$ cat src/rtl/lsc_pkg.sv
// shared types and constants for the line segment window clipper
package lsc_pkg;

  localparam int COORD_BITS_DEF      = 16;
  localparam int PARAM_FRAC_BITS_DEF = 16;
  localparam int CFG_ADDR_W          = 4;
  localparam int CFG_DATA_W          = 32;

  typedef enum logic [1:0] {
    REG_X_MIN = 2'd0,
    REG_Y_MIN = 2'd1,
    REG_X_MAX = 2'd2,
    REG_Y_MAX = 2'd3
  } lsc_reg_t;

  typedef struct packed {
    logic valid;
    logic reject;
    logic neg_dx;
    logic neg_dy;
  } lsc_ctl_t;

  function automatic int max_int(input int a, input int b);
    return (a > b) ? a : b;
  endfunction

endpackage

$ cat src/rtl/lsc_div.sv
// pipelined restoring divider, one quotient bit per stage
module lsc_div
  import lsc_pkg::*;
#(
  parameter int DEN_W = 17,
  parameter int QUO_W = 17,
  localparam int NUM_W = DEN_W + QUO_W
) (
  input  logic             clk,
  input  logic             en_i,
  input  logic [NUM_W-1:0] num_i,
  input  logic [DEN_W-1:0] den_i,
  output logic [QUO_W-1:0] quo_o
);

  logic [DEN_W-1:0] rem_r [QUO_W];
  logic [QUO_W-1:0] num_r [QUO_W];
  logic [QUO_W-1:0] quo_r [QUO_W];
  logic [DEN_W-1:0] den_r [QUO_W];

  for (genvar g = 0; g < QUO_W; g++) begin : g_stage
    logic [DEN_W-1:0] rem_in;
    logic [DEN_W-1:0] den_in;
    logic [QUO_W-1:0] num_in;
    logic [QUO_W-1:0] quo_in;
    logic [DEN_W:0]   trial;
    logic             ge;

    if (g == 0) begin : g_first
      // top part of the numerator is already below the divisor
      assign rem_in = num_i[NUM_W-1:QUO_W];
      assign num_in = num_i[QUO_W-1:0];
      assign quo_in = '0;
      assign den_in = den_i;
    end else begin : g_next
      assign rem_in = rem_r[g-1];
      assign num_in = num_r[g-1];
      assign quo_in = quo_r[g-1];
      assign den_in = den_r[g-1];
    end

    assign trial = {rem_in, num_in[QUO_W-1]};
    assign ge    = (trial >= {1'b0, den_in});

    always_ff @(posedge clk) begin
      if (en_i) begin
        rem_r[g] <= ge ? DEN_W'(trial - {1'b0, den_in}) : DEN_W'(trial);
        num_r[g] <= {num_in[QUO_W-2:0], 1'b0};
        quo_r[g] <= {quo_in[QUO_W-2:0], ge};
        den_r[g] <= den_in;
      end
    end
  end

  assign quo_o = quo_r[QUO_W-1];

endmodule

$ cat config.mk
export PLATFORM = sky130hd
export DESIGN_NAME = lsc_div
export DESIGN_NICKNAME = d
export VERILOG_FILES = /design/src/rtl/lsc_pkg.sv /design/src/rtl/lsc_div.sv
export SDC_FILE = /design/constraint.sdc
export NUM_CORES = 1
export LEC_CHECK = 0
export BUFFER_PORTS_ARGS = -buffer_cell sky130_fd_sc_hd__buf_2
export CORE_MARGIN = 1.5
export CORE_UTILIZATION = 45
export CTS_CLUSTER_DIAMETER = 30
export DETAILED_ROUTE_END_ITERATION = 16
export REMOVE_ABC_BUFFERS = 1
export SLEW_MARGIN = 20
export SYNTH_ARGS = -nofsm -noshare
export SYNTH_HDL_FRONTEND = slang
export SYNTH_SLANG_ARGS = --single-unit
$ cat constraint.sdc
create_clock -name clk -period 6.25 [get_ports clk]
set_input_delay 0.625 -clock clk [delete_from_list [all_inputs] [get_ports clk]]
set_output_delay 0.625 -clock clk [all_outputs]
set_load 0.01 [all_outputs]
* After elaboration in Yosys (flattened, before gate mapping) *
Memory sizes are Yosys's and may differ from the RTL's.
Index checks and enable logic that the tools add are counted.

storage, ports and cells
  register bits after elaboration = 0
  RAM bits = 1139
  bits of input ports = 53
  output and inout port bits = 17
  word-level logic and storage cells = 57
  memories = 4

cells by class
  add/subtract/negate cells = 17
  $lt $le $gt $ge = 17
  mux-type cells = 19

memory list
  name   words  bits a word  rd ports  clocked after memory_dff  wr ports  line           text
  den_r  17     17           16        0                         17        lsc_div.sv:19  logic [DEN_W-1:0] den_r [QUO_W];
  quo_r  17     17           17        0                         17        lsc_div.sv:18  logic [QUO_W-1:0] quo_r [QUO_W];
  rem_r  17     17           16        0                         17        lsc_div.sv:16  logic [DEN_W-1:0] rem_r [QUO_W];
  num_r  17     16           16        0                         17        lsc_div.sv:17  logic [QUO_W-1:0] num_r [QUO_W];

operator list
  kind              number
  $ge A18 B17 Y1    17
  $mux W17          17
  $sub A17 B17 Y17  17
  $mux W1           2

* Longest topological paths before layout *
An unclocked memory read counts as a cell.

  word-level depth = 3
  mapped depth = 14

* Least setup slack after synthesis *
Ideal clock, no wire load.

  path type = input port to flip-flop
  from = input num_i[16]
  to = memory rem_r[0][10] (data pin)
  arrival = 2.997 ns
  path slack = 2.993 ns
  stages = 13
  buffers on the path = 1
  cell sequence = inv_1 > ha_1 > inv_1 > fa_1 > a211oi_1 > o211ai_1 > nand2_1 > nor2_1 > nor4_1 > nor2_1 > o22ai_2 > buf_2 > mux2_2

RTL lines
  element             line           text
  start: declaration  lsc_div.sv:11  input logic [NUM_W-1:0] num_i,
  end: declaration    lsc_div.sv:16

==> summary.md <==
| Metric | Value |
|---|---|
| Run status | `complete, no violations` |
| Final Net Count | `around 3900` |
| Largest incremental delay on the critical path | `~0.47 ns` |
| Initial cell density of the core | `around 46%` |
| Worst reg2reg startpoint | `num_r[0][31]` |
| Family with the most delay on the worst path | `compound AO/OA/AOI/OAI gates` |
| H-tree lvl count | `4` |
| Power per unit of standard cell area | `534 nW/um2` |
| Avg Cell Area, Syn | `about 13 um2` |
| Type of element capturing the critical path | `register` |
| Vias after detailed routing | `~26000` |
| Die X | `309 um` |
| Static leakage | `20.1 nW` |
| Share of layout cells above drive strength 1 | `15.0%` |
| Max capacitance violation total | `0` |
| Row Count | `111` |
| Clock root buffer master | `sky130_fd_sc_hd__clkbuf_16` |
| Worst-case register-to-register setup slack | `2.49 ns` |
| Final worst hold slack | `0.0615 ns` |
| Setup repair after global routing missed its margin | `false` |
| CP arrival | `4.25 ns` |
| # clock sinks | `833` |
| Worst setup SP type | `register` |
| Sequential-to-total area share from yosys stat | `between 50% and 60%` |
| CTS tree | `built` |
| Global-route track usage on met1 | `13.4%` |
| Path class of the lowest-slack min-delay path | `in -> reg` |
| Die Span Y | `309 um` |
| Tot Pwr | `26.8 mW` |
| Fraction of met2 tracks used by global routing | `33.0%` |
| Count of input and output buffers | `69` |
| Hold worst-path end | `num_r[0][10]` |
| Count of warnings emitted by yosys | `0` |
| WP buf/inv | `3` |
| Diodes inserted | `0` |
| Mean number of vias per cell | `5.20` |
| Master of the slowest instance on the critical path | `sky130_fd_sc_hd__o21a_1` |
| Pin count of the biggest net entering global routing | `181` |
| HPWL after detailed placement | `52.3 mm` |
| CTS Buf Count | `approximately 190` |
| Overall fraction of global-route tracks in use | `16.1%` |
| Beginning of the worst hold path | `num_i[10]` |
| Met3 layer usage reported by global route | `3.44%` |
| Hold violation total from the final report | `0` |
| Total count of max-transition violations in the final report | `0` |
| Share of the cycle needed by the critical path after routing | `60.1%` |
| Grt ovf | `0` |
| Worst Path Required | `between 6 and 7 ns` |
| Antenna violations before repair | `0` |
| Std-Cell Core Area | `around 92000 um2` |
| Worst ir drop on vdd | `0.000337 V` |
| Number of detailed-routing iterations run before antenna repair | `7` |
| Number of buffers between clock root and the deepest sink | `3` |
| Clock Pin Slew Worst Setup and Hold Paths | `0.05 ns` |
| Floorplan die area | `roughly 95000 um2` |
| Last weighted congestion value of the routability-driven placer | `around 0.9` |
| Skew-Pair Late Insertion Delay | `between 0.7 and 0.8 ns` |
| Netlist Area Pre-Place | `42000 um2` |
| Worst-path maximum fanout | `18` |
| Global-route wire length before repair | `123 mm` |
| Gr busiest metal | `met2` |
| Number of flops mapped to enable cells by yosys | `around 830` |
| Setup Skew | `0.0307 ns` |
| Drt first-iter violations | `1124` |
| Vias in the first global route | `26938` |
| Number of unique standard cell types used by synthesis | `84` |
| Critical path type | `reg -> reg` |
| ANT nets after route | `0` |
| Shortest period the worst path allows | `approximately 3.8 ns` |
| Worst reg2reg endpoint | `rem_r[0][35]` |
| Final setup TNS | `0 ns` |
| Number of instances on the worst hold path | `1` |
| Post-layout util | `54.5%` |
| DRT Wirelength | `75.2 mm` |
| Setup violators final | `0` |
| Remaining max-slew budget at the tightest pin | `between 30% and 40%` |
| Upper clock frequency limit | `0.266 GHz` |
| Number of top-level pins | `70` |
| Share of flip-flops with an asynchronous set or reset after synthesis | `0%` |
| Slew of the pin with the lowest slew margin | `slightly above 1 ns` |
| Synthesis-to-finish area growth | `19.4%` |
| Number of remaining DRC errors | `0` |
| Most used DFF post-synth | `sky130_fd_sc_hd__edfxtp_1` |
| Post-Syn Instances | `roughly 3300` |
| Register-to-Register Path Depth | `12` |
| Mean routed wirelength per cell | `15.2 um` |
| Ordered cell list for the critical path | `inv_1, ha_1, inv_1, fa_1, a21oi_1, o21ai_0, a21boi_0, nor2_1, o21ai_0, o21a_1, buf_4, mux2_2` |
| Post-synthesis sequential element count | `833` |
==> area by class of cell <==
class,count,area (um2)
Clock buffer,219,4780
Clock inverter,125,1380
Fill cell,7669,41900
Inverter,371,1390
Multi-Input combinational cell,2048,15400
Sequential cell,833,25000
Tap cell,1243,1560
Timing Repair Buffer,96,651
==> through the flow <==
step	instance area, um2	std cells	setup WS [ns]
floorplan	41700	3252	2.15
global placement	43900	4579	2.19
detailed placement	43900	4579	2.18
CTS	50200	4935	2.42
global route	50200	4935	2.29
finish	50200	4935	2.49
==> report_power, final <==
| part | switching, mW | internal (mW) | total [mW] |
|---|---|---|---|
| Combinational | 4.81 | 4.11 | 8.92 |
| Clock | 3.05 | 6.27 | 9.32 |
| Sequential | 0.562 | 7.97 | 8.53 |
| Total | 8.43 | 18.4 | 26.8 |
==> worst max-delay path by stage <==
stage | startpoint | end | slack [ns] | cells after the start
global placement | num_i[16] | rem_r[0][1] | 2.19 | 13
detailed placement | num_i[16] | rem_r[0][1] | 2.18 | 13
finish | num_r[0][31] | rem_r[0][35] | 2.49 | 12
global route | num_r[0][15] | rem_r[0][31] | 2.29 | 12
CTS | num_r[0][175] | rem_r[0][195] | 2.42 | 12
floorplan | den_r[0][221] | rem_r[0][251] | 2.15 | 11
==> metal layers <==
layer | vias to the layer above | part of all wire [%] | wire [um]
li1 | 12746 | - | -
met1 | 12197 | 34 | 25400
met2 | 487 | 58 | 43300
met3 | 251 | 3.5 | 2660
met4 | 0 | 5.2 | 3880
met5 | - | 0 | 0
==> layout by cell type, fill, tap and decap left out, drive strengths merged, types with 94 or more instances in the layout <==
| master | count |
|---|---|
| nor2 | 204 |
| ha | 289 |
| a21o | 94 |
| inv | 385 |
| clkbuf | 219 |
| edfxtp | 833 |
| mux2 | 147 |
| o21ai | 185 |
| nand2 | 163 |
| a21oi | 236 |
| xnor2 | 123 |
==> cell usage after synthesis, types with 7 or more instances <==
| library cell | n | area, um2 |
|---|---|---|
| sky130_fd_sc_hd__a31oi_1 | 30 | 188 |
| sky130_fd_sc_hd__nand3_1 | 37 | 185 |
| sky130_fd_sc_hd__ha_1 | 289 | 3620 |
| sky130_fd_sc_hd__xor2_1 | 76 | 666 |
| sky130_fd_sc_hd__a211oi_1 | 32 | 240 |
| sky130_fd_sc_hd__mux2_4 | 19 | 285 |
| sky130_fd_sc_hd__nor4_1 | 10 | 62.6 |
| sky130_fd_sc_hd__o21bai_1 | 31 | 233 |
| sky130_fd_sc_hd__o211ai_1 | 16 | 120 |
| sky130_fd_sc_hd__o21a_1 | 38 | 285 |
| sky130_fd_sc_hd__mux2i_1 | 14 | 140 |
| sky130_fd_sc_hd__a21boi_0 | 11 | 82.6 |
| sky130_fd_sc_hd__nor2_1 | 204 | 766 |
| sky130_fd_sc_hd__and2_1 | 7 | 43.8 |
| sky130_fd_sc_hd__or2_2 | 14 | 87.6 |
| sky130_fd_sc_hd__mux2_2 | 127 | 1430 |
| sky130_fd_sc_hd__a2111oi_0 | 7 | 61.3 |
| sky130_fd_sc_hd__a21o_1 | 93 | 698 |
| sky130_fd_sc_hd__and3_1 | 20 | 125 |
| sky130_fd_sc_hd__fa_1 | 16 | 320 |
| sky130_fd_sc_hd__o31ai_1 | 20 | 150 |
| sky130_fd_sc_hd__nand3b_1 | 7 | 52.6 |
| sky130_fd_sc_hd__o31a_1 | 10 | 87.6 |
| sky130_fd_sc_hd__a21oi_1 | 236 | 1180 |
| sky130_fd_sc_hd__a41oi_1 | 7 | 61.3 |
| sky130_fd_sc_hd__buf_2 | 14 | 70.1 |
| sky130_fd_sc_hd__a211o_1 | 8 | 70.1 |
| sky130_fd_sc_hd__o21ai_0 | 180 | 901 |
| sky130_fd_sc_hd__xnor2_1 | 123 | 1080 |
| sky130_fd_sc_hd__nor3_1 | 22 | 110 |
| sky130_fd_sc_hd__nor2b_1 | 31 | 194 |
| sky130_fd_sc_hd__clkbuf_1 | 30 | 113 |
| sky130_fd_sc_hd__inv_1 | 371 | 1390 |
| sky130_fd_sc_hd__nand4_1 | 37 | 231 |
| sky130_fd_sc_hd__nand2b_1 | 26 | 163 |
| sky130_fd_sc_hd__edfxtp_1 | 833 | 25000 |
| sky130_fd_sc_hd__nand2_1 | 163 | 612 |
==> kinds of logic after synthesis <==
group | share of synthesized area [%]
xor gates and xnor gates | 4.15
adders and majority gates | 9.37
buffers and inverters | 3.97
DFF | 59.5
muxes | 4.44
AOI/OAI and AO/OA | 11.8
and+or+nand+nor | 6.75
==> flip-flops by register name, indices dropped and copies added (netlist names) <==
register / cells
den_r: 272
rem_r: 272
num_r: 136
quo_r: 153
==> repair_timing <==
action | CTS | global route
buffers inserted | 0 | 0
endpoints found under the hold margin | 12 | 0
gates resized for setup | 0 | 0
hold buffers | 12 | 0
(Power assumes the default switching activity.)
